## config.mk

```make
export PLATFORM = sky130hd
export DESIGN_NAME = lncu_ram
export DESIGN_NICKNAME = d
export VERILOG_FILES = /design/src/lncu_ram.sv
export SDC_FILE = /design/constraint.sdc
export NUM_CORES = 2
export LEC_CHECK = 0
export BUFFER_PORTS_ARGS = -buffer_cell sky130_fd_sc_hd__buf_2
export CORE_ASPECT_RATIO = 1.1
export CORE_UTILIZATION = 54
export DETAILED_ROUTE_END_ITERATION = 12
export GPL_TIMING_DRIVEN = 1
export PLACE_DENSITY_LB_ADDON = 0.1
export REMOVE_ABC_BUFFERS = 1
export SLEW_MARGIN = 40
export SYNTH_ARGS = -nofsm -noshare
export SYNTH_HDL_FRONTEND = slang
export SYNTH_SLANG_ARGS = --single-unit
```

## constraint.sdc

```tcl
create_clock -name clock -period 3.1 [get_ports clock]
set_input_delay 0.31 -clock clock [delete_from_list [all_inputs] [get_ports clock]]
set_output_delay 0.31 -clock clock [all_outputs]
set_load 0.1 [all_outputs]
```

## src/lncu_ram.sv

```systemverilog
`timescale 1ns / 1ps

module lncu_ram #(
   parameter int WIDTH = 8,
   parameter int DEPTH = 256
) (
   input  logic                     clock,
   input  logic                     wr_en,
   input  logic [$clog2(DEPTH)-1:0] wr_addr,
   input  logic [WIDTH-1:0]         wr_data,
   input  logic                     rd_en,
   input  logic [$clog2(DEPTH)-1:0] rd_addr,
   output logic [WIDTH-1:0]         rd_data
);

   logic [WIDTH-1:0] mem [DEPTH];

   always_ff @(posedge clock) begin
      if (wr_en) begin
         mem[wr_addr] <= wr_data;
      end
      if (rd_en) begin
         rd_data <= mem[rd_addr];
      end
   end

endmodule

```

==> summary by stage <==
Status
The flow ran to the end, and the final reports show no timing, DRC or antenna violations.

Final layout
The share of post-route cells with drive strength above 1 is 0.294. In the layout the commonest cells are 2,056 x edfxtp_1, 454 x mux4_2, 448 x buf_4. The filler cell count in the final layout is 9,925. The net count reported at finish is around 4,300. The area taken by multi-input logic gates is 16,500 µm². Registers take 61,700 µm². For this run, the share of the core covered by cells in the final layout is 0.628. The final design instance area without fill is 91,900 µm². After the flow finishes, the layout carries non-filler instances totaling between 6,000 and 7,000. The area growth from synthesis to layout is 15.4%. The most common cell after layout, fill and taps aside is edfxtp_1.

STA
The max-slew violation count is 0. Measured against its own limit, the worst slew margin works out to 0.429. The final count of negative-setup-slack endpoints is 0.

The setup TNS is 0 ns. The final count of hold timing violations is 0. The worst clock skew is 0.0275 ns. The final critical path time including I/O delays and setup is 2.70 ns. The setup slack after layout is between 0.4 and 0.5 ns. The ratio of final minimum period to clock period is 0.870. Derived from the worst setup path, the maximum achievable clock frequency is 0.371 GHz. Setup repair after global routing left no endpoint under its margin. The tightest hold margin is 0.0896 ns. At the pin with the least slew margin, the transition time is 0.854 ns.

Floorplan
The starting density of the core is 0.545. The x dimension of the die is 368 µm. The number of rows in the core area is between 100 and 150. The die covers between 100,000 and 150,000 µm². The I/O pin count is 35. From bottom edge to top edge, the die measures 405 µm.

The core region is 146,000 µm².

Clock network
TritonCTS built the clock tree. In this run the clock root is driven by a clkbuf_16. The total clock buffers created by CTS is 197.

After clock tree synthesis, the setup repair step added 0 buffers. The clock latency reported for the late side of the worst-skew pair is 0.83 ns. The number of buffers inserted for hold repair after clock tree synthesis is 2.

No sink is reached through more buffers than the 3 on the longest clock path. Counting every sink on the clock net gives 2,056. The H-tree generated during clock tree synthesis spans 4 levels. Once the clock tree was built, the resizer swapped 0 gates to a different size.

After clock tree synthesis, the clock-pin slew on the worst setup and hold paths is 0.06 ns.

Drt
The detailed router finished its first iteration with ~5,400 violations. The number of antenna-violating nets in the routed design is 0. For this run, the detailed router's first-pass iteration total came to 6.

Dividing the detail-routed wire length by the instance count gives 32.0 µm. The via density per instance is 6.39. For this block, the routed nets add up to 203,000 µm of wire.

The detailed router placed 40,500 vias in this run. The count of unresolved DRC violations after routing is 0.

Global route
Across every metal layer, demand over resource in global routing totals 0.276. The maximum number of pins on one net before global-route repair is 111. The wire length of the first global-routing pass is approximately 300,000 µm. The number of antenna violations at the first check in global routing was 10. The via count of the first global-routing pass was 41,000.

The sum of overflow across all layers after global routing is 0.

Setup path
The critical path class is reg -> reg. Of all nets on the critical path, the largest fanout is 1. The arrival time of data at the critical path endpoint is ~3.3 ns. Data on the critical path is required at its endpoint by approximately 3.7 ns. STA classifies the critical path startpoint as a flip-flop. STA classifies the critical path endpoint as a flip-flop.

Synthesis
The leading area contributor after synthesis is edfxtp_1. The distinct cell type count of the synthesized netlist is 54. After synthesis, the largest family of logic cells by area is multiplexers. Synthesis produced 3,733 cells.

The synthesized netlist occupies a cell area of 79,600 µm². The number of enable flip-flop cells after synthesis is 2,056. The post-synthesis register bit count is between 2,000 and 2,500. The average cell area after synthesis is roughly 21 µm².

The share of synthesized area in the top cell type comes to 0.775. In the synthesized netlist the dominant register cell turns out to be edfxtp_1. Yosys attributes the largest share of cell area to edfxtp_1 78%, mux4_2 13%, mux2i_1 1.7%. The synthesized-area fraction occupied by ao, oa, aoi and oai cells is 0.0342. After synthesis, the share of cell area in mux cells is 0.146.

The proportion of synthesized flip-flops having asynchronous set or reset is 0. The share of synthesized cell area in and, or, nand and nor gates is 0.0263. Of the total synthesized cell area, the portion taken by XOR and XNOR cells is 0.

The sequential share of the synthesized area is 0.775. The number of warnings issued by yosys is 0. The fraction of the mapped netlist area in adder cells is 0.

Hold path
The class of the tightest hold or removal check is in -> reg.

Pwr
The total power per unit cell area is approximately 630 nW/µm². The cell leakage power is ~30 nW. The worst-case IR drop observed on VDD is about 0.00058 V. Overall power consumption after layout is estimated at 57.5 mW.

Placement
The pre-CTS setup slack is -0.271 ns. The number of port buffers is 34. The post-detailed-placement cell area is approximately 85,000 µm². At the end of routability-driven placement, the weighted congestion stood at 0.871. Once detailed placement completed, the half-perimeter wirelength came to 130,000 µm. Once placement completed, the tool counted placed cells totaling 5,974.

Job
The number of maximum-capacitance constraint violations is 0.
-- layer usage --
metal / up-vias / track usage / wire (µm)
li1: 16700 / - / -
met1: 21600 / 0.390 / 80400
met2: 1911 / 0.445 / 99200
met3: 342 / 0.0437 / 16200
met4: 4 / 0.0922 / 6740
met5: - / 0 / 19
-- state kept, by name, indices dropped and copies added (netlist names) --
| signal | flops |
|---|---|
| mem | 2048 |
| rd_data | 8 |
-- worst max-delay path: stages, from the launching register on --
cell and delay (ns):
edfxtp_1 0.37, mux4_2 0.52, mux4_2 0.46, nor2b_1 0.18, nor4_1 0.61, buf_4 0.23
nor4_1 0.05
-- where the power goes --
group	switching (mW)	total (mW)	internal, mW
Combinational	1.96	3.10	1.14
Clock	10.0	23.8	13.7
Sequential	0.0396	30.7	30.7
-- layout make-up --
type,instances,area share
Sequential cell,2056,0.672
Clock inverter,110,0.0126
Clock buffer,245,0.0568
Tap cell,1937,0.0264
Multi-Input combinational cell,1442,0.179
Inverter,2,0.0000817
Antenna cell,4,0.000109
Timing Repair Buffer,543,0.0526
-- worst paths after layout --
kind | endpoint | startpoint | depth (start not counted) | slack (ns)
setup / recovery | rd_data[1]$_DFFE_PP_ | mem[67][1]$_DFFE_PP_ | 6 | 0.40
hold / removal | mem[224][1]$_DFFE_PP_ | wr_data[1] | 1 | 0.09
setup reg to reg | rd_data[1]$_DFFE_PP_ | mem[67][1]$_DFFE_PP_ | 6 | 0.40
hold reg to reg | rd_data[5]$_DFFE_PP_ | mem[32][5]$_DFFE_PP_ | 6 | 1.04
-- synthesized netlist by cell type (6+ instances only) --
library cell	n
nor2_1	282
buf_4	27
a22o_1	8
o211ai_1	10
and2_1	6
mux4_2	454
buf_1	22
buf_6	21
a21oi_1	96
nor2b_1	31
nand2_1	33
nor4_1	24
mux2i_1	134
buf_8	13
buf_2	31
o22ai_1	28
a22oi_1	133
clkbuf_1	111
a221oi_1	13
nand2b_1	8
nand3_1	34
o21ai_0	10
buf_12	8
o221ai_1	46
edfxtp_1	2056
a211oi_1	16
nor3_1	22
nand4_1	10
-- cells by family (layout without fill, tap and decap cells) --
family,count (synthesis),after routing
compound gates,385,385
buf+inv,235,900
flops,2056,2056
mux,591,591
other cells,0,4
simple gates,466,466
Power figures use the tool's default switching activity.
