**src/lncu_pkg.sv**
```systemverilog
`timescale 1ns / 1ps

package lncu_pkg;

   // Grid geometry.
   localparam int MAX_ROWS   = 64;
   localparam int MAX_COLS   = 64;
   localparam int ROW_W      = $clog2(MAX_ROWS);
   localparam int COL_W      = $clog2(MAX_COLS);
   localparam int CELL_COUNT = MAX_ROWS * MAX_COLS;
   localparam int ADDR_W     = $clog2(CELL_COUNT);

   // Configuration registers.
   localparam int CFG_W     = 7;
   localparam int CSR_IDX_W = 8;
   localparam logic [CSR_IDX_W-1:0] REG_NUM_ROWS = CSR_IDX_W'(0);
   localparam logic [CSR_IDX_W-1:0] REG_NUM_COLS = CSR_IDX_W'(1);
   localparam logic [CFG_W-1:0]     NUM_ROWS_RST = CFG_W'(64);
   localparam logic [CFG_W-1:0]     NUM_COLS_RST = CFG_W'(64);

   // Width wide enough for both a register value and a neighbor coordinate.
   localparam int LIM_W = (CFG_W > ROW_W + 1) ?
                          ((CFG_W > COL_W + 1) ? CFG_W : COL_W + 1) :
                          ((ROW_W > COL_W) ? ROW_W + 1 : COL_W + 1);

   // Operation codes.
   localparam logic OP_BIRTH = 1'b0;
   localparam logic OP_DEATH = 1'b1;

   // Stored word: alive bit and neighbor count.
   localparam int CNT_W = 4;
   localparam logic [CNT_W-1:0] COUNT_MAX = CNT_W'(8);

   typedef struct packed {
      logic             alive;
      logic [CNT_W-1:0] count;
   } word_type;

   localparam int WORD_W = CNT_W + 1;

   // Walk order: eight neighbors, then the cell itself, then the last write.
   localparam int STEP_W = 4;
   localparam logic [STEP_W-1:0] SELF_STEP = STEP_W'(8);
   localparam logic [STEP_W-1:0] LAST_STEP = STEP_W'(9);

   // Offset codes for one axis.
   localparam logic [1:0] OFF_MINUS = 2'd0;
   localparam logic [1:0] OFF_ZERO  = 2'd1;
   localparam logic [1:0] OFF_PLUS  = 2'd2;

   typedef struct packed {
      logic [1:0] dr;
      logic [1:0] dc;
   } offset_type;

   // Neighbor lookup for one step.
   typedef struct packed {
      logic [ADDR_W-1:0] addr;
      logic              in_grid;
      logic              is_self;
      logic              cell_ok;
   } nbr_type;

   function automatic offset_type step_offset(input logic [STEP_W-1:0] step);
      offset_type off;
      unique case (step)
         4'd0:    off = '{dr: OFF_MINUS, dc: OFF_MINUS};
         4'd1:    off = '{dr: OFF_MINUS, dc: OFF_ZERO};
         4'd2:    off = '{dr: OFF_MINUS, dc: OFF_PLUS};
         4'd3:    off = '{dr: OFF_ZERO,  dc: OFF_MINUS};
         4'd4:    off = '{dr: OFF_ZERO,  dc: OFF_PLUS};
         4'd5:    off = '{dr: OFF_PLUS,  dc: OFF_MINUS};
         4'd6:    off = '{dr: OFF_PLUS,  dc: OFF_ZERO};
         4'd7:    off = '{dr: OFF_PLUS,  dc: OFF_PLUS};
         default: off = '{dr: OFF_ZERO,  dc: OFF_ZERO};
      endcase
      return off;
   endfunction

endpackage

```
**src/lncu_count_upd.sv**
```systemverilog
`timescale 1ns / 1ps

module lncu_count_upd (
   input  lncu_pkg::word_type rd_word,
   input  logic               grow,
   input  logic               is_self,
   output lncu_pkg::word_type wr_word,
   output logic               fault
);

   always_comb begin
      wr_word = rd_word;
      fault   = 1'b0;
      priority if (is_self) begin
         // The cell's own count stays; only its alive bit changes.
         wr_word.alive = grow;
      end else if (grow) begin
         if (rd_word.count >= lncu_pkg::COUNT_MAX) begin
            fault = 1'b1;
         end else begin
            wr_word.count = rd_word.count + lncu_pkg::CNT_W'(1);
         end
      end else begin
         if (rd_word.count == '0) begin
            fault = 1'b1;
         end else begin
            wr_word.count = rd_word.count - lncu_pkg::CNT_W'(1);
         end
      end
   end

endmodule

```
**config.mk**
```make
export PLATFORM = sky130hd
export DESIGN_NAME = lncu_count_upd
export DESIGN_NICKNAME = d
export VERILOG_FILES = /design/src/lncu_pkg.sv /design/src/lncu_count_upd.sv
export SDC_FILE = /design/constraint.sdc
export NUM_CORES = 1
export LEC_CHECK = 0
export ABC_CLOCK_PERIOD_IN_PS = 1200
export CORE_AREA = 10 10 47 49
export DETAILED_ROUTE_END_ITERATION = 10
export DIE_AREA = 0 0 57 59
export DONT_BUFFER_PORTS = 1
export PLACE_DENSITY = 0.4
export SKIP_LAST_GASP = 1
export SYNTH_ARGS = -nofsm -noshare
export SYNTH_HDL_FRONTEND = slang
export SYNTH_SLANG_ARGS = --single-unit
```
**constraint.sdc**
```tcl
create_clock -name vclk -period 1.2
set_input_delay 0.12 -clock vclk [all_inputs]
set_output_delay 0.12 -clock vclk [all_outputs]
set_load 0.01 [all_outputs]
```
==> qor.csv <==
metric,value,unit
Slew Limit Fails,0,
count of max-cap constraint violations,0,
slowest CP cell,or4_4,
nets,51,
Die W,57,um
Filler Cell Count,162,
clock buf count,0,
Hold Path Class,input pin to primary output,
global-route wire length before repair,1262,um
ratio of cells with drive above 1 in the final layout,32.50,%
remaining antenna violation count,0,
Cell Rows,14,
multi-input logic area,241.5,um2
internal power,52.55,uW
post-synthesis sequential area ratio,0,%
Fmax achieved,783.9,MHz
Cells after Synth,37,
I/O Pins,13,
fin crit share,106.3,%
Final Setup Violations,3,
fin cells,56,
Net Sw Power,41.29,uW
Port Buffers,0,
Top delay family on crit path,simple AND/OR/NAND/NOR gates,
worst slew pin tran,0.2523,ns
"Avg Cell Area, Syn",6.628,um2
PwrDens,291.8,nW/um2
DRC violations left,0,
WL per Instance,13.54,um
status,finished with violations,
Clock power frac,0,%
total gr overflow,0,
portion of total power attributed to combinational logic,100.0,%
largest net degree at the start of global routing,14,
worst setup path category,input pin to primary output,
GPL Wtd Cong,0.7037,
Crit. End Element,primary output,
initial core utilization,17.50,%
worst setup margin,-0.07570,ns
dpl cells,56,
HP Start,is_self,
hpwl dp,616.3,um
RSZ-0062 raised after global routing,true,
Worst Path Required,1.08,ns
CP Data Arrival Time,1.16,ns
Worst Hold Path EP,fault,
worst vdd ir,0.0001245,V
total core area,1401,um2
syn_nets,46,
Leakage,0.0001246,uW
slowest cell delay on critical path,0.52,ns
chip height,59,um
post-synth cell types,24,
area grow syn2layout,31.12,%
diode count,0,
Design Power,93.84,uW
crit-path cells,or4_4 -> o21ai_2 -> or3b_4,
count of hold-fix buffers inserted at cts,0,
Total GRT Usage,4.174,%
initial antenna violation count,0,
"Buf+Inv Stages, Crit Path",0,
warnings from Yosys,0,
register area,0,um2
Post-Route WL,758,um
vias in the first global route,303,
critical path depth in cells,3,
Sw Share,44.00,%
failing checks,negative setup slack,
Startpoint Class,input pin,
hold path cells,1,
Via Count,285,
Relative slew margins,82.91,%
Flop pwr share,0,%
Crit Path Max Fanout,8,
Via density,5.089,
Mapped Area,245.2,um2
Post-CTS Setup Bufs,0,
initial DRC count,2,
final hold vios,0,
die area,3363,um2
fin crit period,1.276,ns
Pre-Repair DR Iteration Count,4,
layout sequential cell count,0,
==> synth_stat cells (all sizes together) <==
master	n	share of area [%]
and2	2	5.1
o21bai	1	3.1
or4	1	4.6
o311ai	1	3.6
nand2b	1	2.6
nor2b	1	2.6
and4	1	3.6
o21ai	5	10
nor4b	3	11
ha	2	10
nor3	1	2.0
a211oi	1	3.1
or3b	1	3.6
a2bb2oi	1	3.6
nand3	1	2.0
nor2	2	3.1
a21oi	1	2.0
mux2	1	4.6
xnor2	1	3.6
inv	4	6.1
clkbuf	3	4.6
nor4	1	2.6
a22oi	1	3.1
==> kinds of logic (layout without fill, tap and decap cells) <==
group / after synthesis / in the layout / synth area share (%)
AOI/OAI and AO/OA: 11 / 11 / 28.57
buffers and inverters: 7 / 10 / 10.71
xor gates and xnor gates: 1 / 1 / 3.572
adders and majority gates: 2 / 2 / 10.20
muxes: 1 / 1 / 4.592
and+or+nand+nor: 15 / 15 / 42.35
==> repair_timing <==
item | in CTS | in global routing
pin swaps | 1 | 0
endpoints found under the setup margin | 3 | 5
gates resized for setup | 2 | 2
==> routing by layer <==
layer / share of wire (%) / track usage [%]
met1: 46 / 4.812
met2: 46 / 7.597
met3: 8.0 / 1.502
met4: 0 / 0
met5: 0 / 0
==> power groups by stage <==
stage | registers, uW | logic [uW] | clock network, uW
after global routing | 0 | 105 | 0
after global placement | 0 | 91.6 | 0
final | 0 | 93.8 | 0
after detailed placement | 0 | 91.9 | 0
after CTS | 0 | 94.8 | 0
after floorplan | 0 | 76.0 | 0
==> layout by cell type, fill, tap and decap left out <==
cell	Yosys	routed
a21oi_1	1	1
nor4_1	1	1
ha_1	2	2
and4_1	1	1
nor3_2	0	1
or3b_4	0	1
o21bai_1	1	1
a211oi_2	0	1
o311ai_1	1	1
inv_1	4	4
nor4b_1	3	2
nor2_1	2	2
a22oi_1	1	1
or4_4	1	1
nor2b_1	1	1
and2_1	2	2
o21ai_2	0	1
nand2b_1	1	1
o21ai_0	4	4
nor4b_2	0	1
buf_4	0	6
nand3_1	1	1
mux2_2	1	1
xnor2_1	1	1
a2bb2oi_1	1	1
==> worst max-delay path by stage <==
stage	start	to	slack [ns]
global placement	rd_word[2]	wr_word[3]	-0.09
detailed placement	rd_word[2]	wr_word[3]	-0.09
floorplan	is_self	wr_word[3]	-0.09
global route	rd_word[2]	wr_word[3]	-0.12
finish	rd_word[2]	wr_word[3]	-0.08
CTS	rd_word[2]	wr_word[3]	-0.07
==> metrics by stage <==
stage | setup WS (ns) | utilization, % | setup TNS, ns | instance area, um2 | hold WS [ns]
final | -0.07570 | 22.95 | -0.09003 | 321.6 | 0.2953
after CTS | -0.07311 | 22.23 | -0.09117 | 311.5 | 0.3007
after global placement | -0.08670 | 21.52 | -0.1719 | 301.5 | 0.2973
after detailed placement | -0.08614 | 21.52 | -0.1801 | 301.5 | 0.3007
after global routing | -0.1177 | 22.95 | -0.3265 | 321.6 | 0.3025
after floorplan | -0.09289 | - | -0.09289 | 257.7 | 0.3910
==> cell type report <==
cell class                      count  area share, %
Inverter                            4          4.669
Timing Repair Buffer                6          14.01
Multi-Input combinational cell     30          75.10
Tap cell                           16          6.226
No activity file was read; power rests on OpenSTA's default activity.
