`src/lncu_pkg.sv`:
```
`timescale 1ns / 1ps

package lncu_pkg;

   // Grid geometry.
   localparam int MAX_ROWS   = 64;
   localparam int MAX_COLS   = 64;
   localparam int ROW_W      = $clog2(MAX_ROWS);
   localparam int COL_W      = $clog2(MAX_COLS);
   localparam int CELL_COUNT = MAX_ROWS * MAX_COLS;
   localparam int ADDR_W     = $clog2(CELL_COUNT);

   // Configuration registers.
   localparam int CFG_W     = 7;
   localparam int CSR_IDX_W = 8;
   localparam logic [CSR_IDX_W-1:0] REG_NUM_ROWS = CSR_IDX_W'(0);
   localparam logic [CSR_IDX_W-1:0] REG_NUM_COLS = CSR_IDX_W'(1);
   localparam logic [CFG_W-1:0]     NUM_ROWS_RST = CFG_W'(64);
   localparam logic [CFG_W-1:0]     NUM_COLS_RST = CFG_W'(64);

   // Width wide enough for both a register value and a neighbor coordinate.
   localparam int LIM_W = (CFG_W > ROW_W + 1) ?
                          ((CFG_W > COL_W + 1) ? CFG_W : COL_W + 1) :
                          ((ROW_W > COL_W) ? ROW_W + 1 : COL_W + 1);

   // Operation codes.
   localparam logic OP_BIRTH = 1'b0;
   localparam logic OP_DEATH = 1'b1;

   // Stored word: alive bit and neighbor count.
   localparam int CNT_W = 4;
   localparam logic [CNT_W-1:0] COUNT_MAX = CNT_W'(8);

   typedef struct packed {
      logic             alive;
      logic [CNT_W-1:0] count;
   } word_type;

   localparam int WORD_W = CNT_W + 1;

   // Walk order: eight neighbors, then the cell itself, then the last write.
   localparam int STEP_W = 4;
   localparam logic [STEP_W-1:0] SELF_STEP = STEP_W'(8);
   localparam logic [STEP_W-1:0] LAST_STEP = STEP_W'(9);

   // Offset codes for one axis.
   localparam logic [1:0] OFF_MINUS = 2'd0;
   localparam logic [1:0] OFF_ZERO  = 2'd1;
   localparam logic [1:0] OFF_PLUS  = 2'd2;

   typedef struct packed {
      logic [1:0] dr;
      logic [1:0] dc;
   } offset_type;

   // Neighbor lookup for one step.
   typedef struct packed {
      logic [ADDR_W-1:0] addr;
      logic              in_grid;
      logic              is_self;
      logic              cell_ok;
   } nbr_type;

   function automatic offset_type step_offset(input logic [STEP_W-1:0] step);
      offset_type off;
      unique case (step)
         4'd0:    off = '{dr: OFF_MINUS, dc: OFF_MINUS};
         4'd1:    off = '{dr: OFF_MINUS, dc: OFF_ZERO};
         4'd2:    off = '{dr: OFF_MINUS, dc: OFF_PLUS};
         4'd3:    off = '{dr: OFF_ZERO,  dc: OFF_MINUS};
         4'd4:    off = '{dr: OFF_ZERO,  dc: OFF_PLUS};
         4'd5:    off = '{dr: OFF_PLUS,  dc: OFF_MINUS};
         4'd6:    off = '{dr: OFF_PLUS,  dc: OFF_ZERO};
         4'd7:    off = '{dr: OFF_PLUS,  dc: OFF_PLUS};
         default: off = '{dr: OFF_ZERO,  dc: OFF_ZERO};
      endcase
      return off;
   endfunction

endpackage

```
`src/lncu_nbr_addr.sv`:
```
`timescale 1ns / 1ps

module lncu_nbr_addr (
   input  logic [lncu_pkg::ROW_W-1:0]  row,
   input  logic [lncu_pkg::COL_W-1:0]  col,
   input  logic [lncu_pkg::STEP_W-1:0] step,
   input  logic [lncu_pkg::CFG_W-1:0]  num_rows,
   input  logic [lncu_pkg::CFG_W-1:0]  num_cols,
   output lncu_pkg::nbr_type           nbr
);

   lncu_pkg::offset_type             off;
   logic [lncu_pkg::LIM_W-1:0]       rows_use;
   logic [lncu_pkg::LIM_W-1:0]       cols_use;
   logic [lncu_pkg::ROW_W:0]         nr;
   logic [lncu_pkg::COL_W:0]         nc;
   logic                             row_under;
   logic                             col_under;
   logic                             row_ok;
   logic                             col_ok;

   assign off = lncu_pkg::step_offset(step);

   // Register values above the grid act as the full grid.
   assign rows_use = (lncu_pkg::LIM_W'(num_rows) > lncu_pkg::LIM_W'(lncu_pkg::MAX_ROWS)) ?
                     lncu_pkg::LIM_W'(lncu_pkg::MAX_ROWS) : lncu_pkg::LIM_W'(num_rows);
   assign cols_use = (lncu_pkg::LIM_W'(num_cols) > lncu_pkg::LIM_W'(lncu_pkg::MAX_COLS)) ?
                     lncu_pkg::LIM_W'(lncu_pkg::MAX_COLS) : lncu_pkg::LIM_W'(num_cols);

   always_comb begin
      row_under = 1'b0;
      col_under = 1'b0;
      unique case (off.dr)
         lncu_pkg::OFF_MINUS: begin
            nr        = {1'b0, row} - (lncu_pkg::ROW_W+1)'(1);
            row_under = (row == '0);
         end
         lncu_pkg::OFF_PLUS: nr = {1'b0, row} + (lncu_pkg::ROW_W+1)'(1);
         default:            nr = {1'b0, row};
      endcase
      unique case (off.dc)
         lncu_pkg::OFF_MINUS: begin
            nc        = {1'b0, col} - (lncu_pkg::COL_W+1)'(1);
            col_under = (col == '0);
         end
         lncu_pkg::OFF_PLUS: nc = {1'b0, col} + (lncu_pkg::COL_W+1)'(1);
         default:            nc = {1'b0, col};
      endcase
   end

   assign row_ok = !row_under && (lncu_pkg::LIM_W'(nr) < rows_use);
   assign col_ok = !col_under && (lncu_pkg::LIM_W'(nc) < cols_use);

   assign nbr.addr = lncu_pkg::ADDR_W'(nr[lncu_pkg::ROW_W-1:0]) *
                     lncu_pkg::ADDR_W'(lncu_pkg::MAX_COLS) +
                     lncu_pkg::ADDR_W'(nc[lncu_pkg::COL_W-1:0]);
   assign nbr.is_self = (step == lncu_pkg::SELF_STEP);
   assign nbr.in_grid = row_ok && col_ok && (step <= lncu_pkg::SELF_STEP);
   assign nbr.cell_ok = (lncu_pkg::LIM_W'(row) < rows_use) &&
                        (lncu_pkg::LIM_W'(col) < cols_use);

endmodule

```
`config.mk`:
```
export PLATFORM = sky130hd
export DESIGN_NAME = lncu_nbr_addr
export DESIGN_NICKNAME = d
export VERILOG_FILES = /design/src/lncu_pkg.sv /design/src/lncu_nbr_addr.sv
export SDC_FILE = /design/constraint.sdc
export NUM_CORES = 1
export LEC_CHECK = 0
export BUFFER_PORTS_ARGS = -buffer_cell sky130_fd_sc_hd__buf_2
export CORE_MARGIN = 1
export CORE_UTILIZATION = 50
export DETAILED_ROUTE_END_ITERATION = 16
export PLACE_DENSITY_LB_ADDON = 0.3
export SLEW_MARGIN = 10
export SYNTH_ARGS = -nofsm -noshare
export SYNTH_HDL_FRONTEND = slang
export SYNTH_SLANG_ARGS = --single-unit
```
`constraint.sdc`:
```
create_clock -name vclk -period 3.9
set_input_delay 0.195 -clock vclk [all_inputs]
set_output_delay 0.195 -clock vclk [all_outputs]
set_load 0.1 [all_outputs]
```
==> impl_metrics.ini <==
[place]
place.gp.congestion = 0.878
post-dp-hpwl_um = 2910
dpl-instance-area_um2 = 1570
place_ws_ns = 0.123
port_buffers = 45
place_inst = 238

[critical_path]
cpMostUsedCell = nand2_1
cp-start-kind = primary input
critPathArrivalTime_ns = 3.44
slowest_delay_ns = 0.42
path_cells = buf_2 > inv_1 > ha_1 > nor2b_1 > o21a_1 > o211ai_1 > buf_4 > fa_1 > nand2_1 > nand2_1 > a21oi_1 > xnor2_1 > mux2_4 > ha_1 > a21oi_1 > nor2b_1 > o21ai_1 > nand2_1 > and4b_2 > buf_12
cp_slowest_cell = fa_1
critPathMaxFanout = 7
path_class = in2out
end_kind = primary output
cp.required_ns = 3.70

[drt]
drc = 0
ant_nets = 0
routed_wl_um = 3330
vias = 1387
drt-initial-drc-count = 17
routedWlPerCell_um = 13.9
first_pass_iters = 7
vias_per_cell = 5.80

[floorplan]
io_pins = 45
dieWidth_um = 52.7
die_area_um2 = 2780
dieHeight_um = 52.7
core.rowCount = 18
initial_core_util = 0.523
core_um2 = 2450

[logic_synthesis]
syn-cell-area_um2 = 1280
avgSynthCellArea_um2 = 7.79
synthXorXnorAreaFrac = 0.0798
synth-adder-area-share = 0.382
synth-compound-area-share = 0.231
synth_fp_nets = 233
synth_top_family_by_area = adder cells
synthCells = 165
ys_seq_area_frac = 0
yosysUniqueCellTypes = 34
yosys_warnings = 0
synth.area.mux_share = 0.0857
synthSimpleGateAreaFrac = 0.171

[power_and_ir_drop]
max-vdd-ir-drop_mv = 0.182
power.density_nw_per_um2 = 247
power_leakage_nw = 0.773
power.total_mw = 0.388

[grt]
antenna_found_initial = 0
track_usage = 0.251
grt.overflow.total = 0
grt_first_pass_wirelength_um = 5380
grt_max_degree = 12
grt_pass1_vias = 1263

[timing]
whs_ns = 0.940
setup_slack_ns = 0.268
period_minus_slack_ns = 3.63
finalSetupTns_ns = 0
timing.slew.headroom = 0.676
finalHoldViolCount = 0
setup_viol = 0
fin_crit_sh = 0.931
max_freq_ghz = 0.275
report.final.slew_viol_count = 0
worst_slew_pin_slew_ns = 0.489

[cells_and_area]
fin_cells = 239
final_core_util = 0.641
area_delta_synth_final_pct = 22.5
seq_area_um2 = 0
drive_above_1_share = 0.292
antenna_cells = 0
final_area_um2 = 1570
seq_cell_count = 0
nClkBuffers = 0
final_nets = 279

[flow_run]
drv_cap = 0

[outcome]
outcome = complete, no violations

[hold_path]
min_path_type = in2out

[cts]
ctsHoldBuffers = 0
-- per-layer routing --
| metal | global-route usage | vias up | part of all wire |
|---|---|---|---|
| met5 | 0 | - | 0 |
| met4 | 0.0439 | 0 | 0.017 |
| met3 | 0.00580 | 8 | 0.034 |
| met2 | 0.426 | 40 | 0.48 |
| met1 | 0.352 | 646 | 0.47 |
| li1 | - | 693 | - |
-- where the power goes --
group | internal, mW | switching, mW | leakage, nW | total, mW
Clock | 0 | 0 | 0 | 0
Sequential | 0 | 0 | 0 | 0
Combinational | 0.116 | 0.272 | 0.773 | 0.388
Total | 0.116 | 0.272 | 0.773 | 0.388
-- cells in the mapped netlist, types with 3 or more instances --
cell type,n,share of area
ha_1,36,0.35
a21oi_1,20,0.078
nand2_1,19,0.056
inv_1,10,0.029
o21ai_0,10,0.039
nor2_1,9,0.026
mux2_2,8,0.070
xnor2_1,6,0.041
nor2b_1,4,0.019
nand2b_1,3,0.015
nor4_1,3,0.015
o21a_1,3,0.018
o21bai_1,3,0.018
-- critical path: cells and delay by family --
| family | cells | cell delay, ns |
|---|---|---|
| AND/OR/NAND/NOR | 6 | 0.70 |
| buffers and inverters | 4 | 0.50 |
| AO/OA/AOI/OAI | 5 | 0.71 |
| adder cells (fa/ha/maj) | 3 | 0.97 |
| multiplexers | 1 | 0.27 |
| XOR/XNOR | 1 | 0.09 |
-- cell families (layout without fill, tap and decap cells) --
group,after synthesis,in the layout
xor gates and xnor gates,10,10
adders and majority gates,38,38
muxes,10,10
AOI/OAI and AO/OA,48,48
and+or+nand+nor,46,46
buffers and inverters,13,57
-- cells in the final DEF, fill, tap and decap left out, drive strengths merged --
master	count
inv	10
nand2	19
o21a	3
nand2b	3
o22ai	1
o21bai	3
xnor2	6
a221oi	1
xor2	4
o2111ai	1
or3	1
nor4	3
mux2i	2
nor2	9
nand4	2
o21ai	11
a21o	2
mux2	8
o31ai	1
nor2b	4
o211ai	2
a21oi	20
a211oi	3
ha	36
or4	1
and3	1
buf	47
fa	2
and4b	1
nor3	2
-- path summary, 6_finish.rpt --
check	cells after the start	start	slack, ns	end
max	20	step[0]	0.27	nbr[2]
min	4	num_cols[6]	0.94	nbr[0]
-- area by class of cell --
cell class	count	area (um2)
fill	224	881
inverter	10	37.5
tap	30	37.5
multi-input combinational	152	1240
timing repair buffer	47	255
-- timing repair --
item                                    4_1_cts  5_1_grt
endpoints found under the hold margin         0        0
endpoints found under the setup margin        0        1
resized for setup                             0        1
setup buffers                                 0        1
Note: power is estimated with default switching activity, not from simulation.
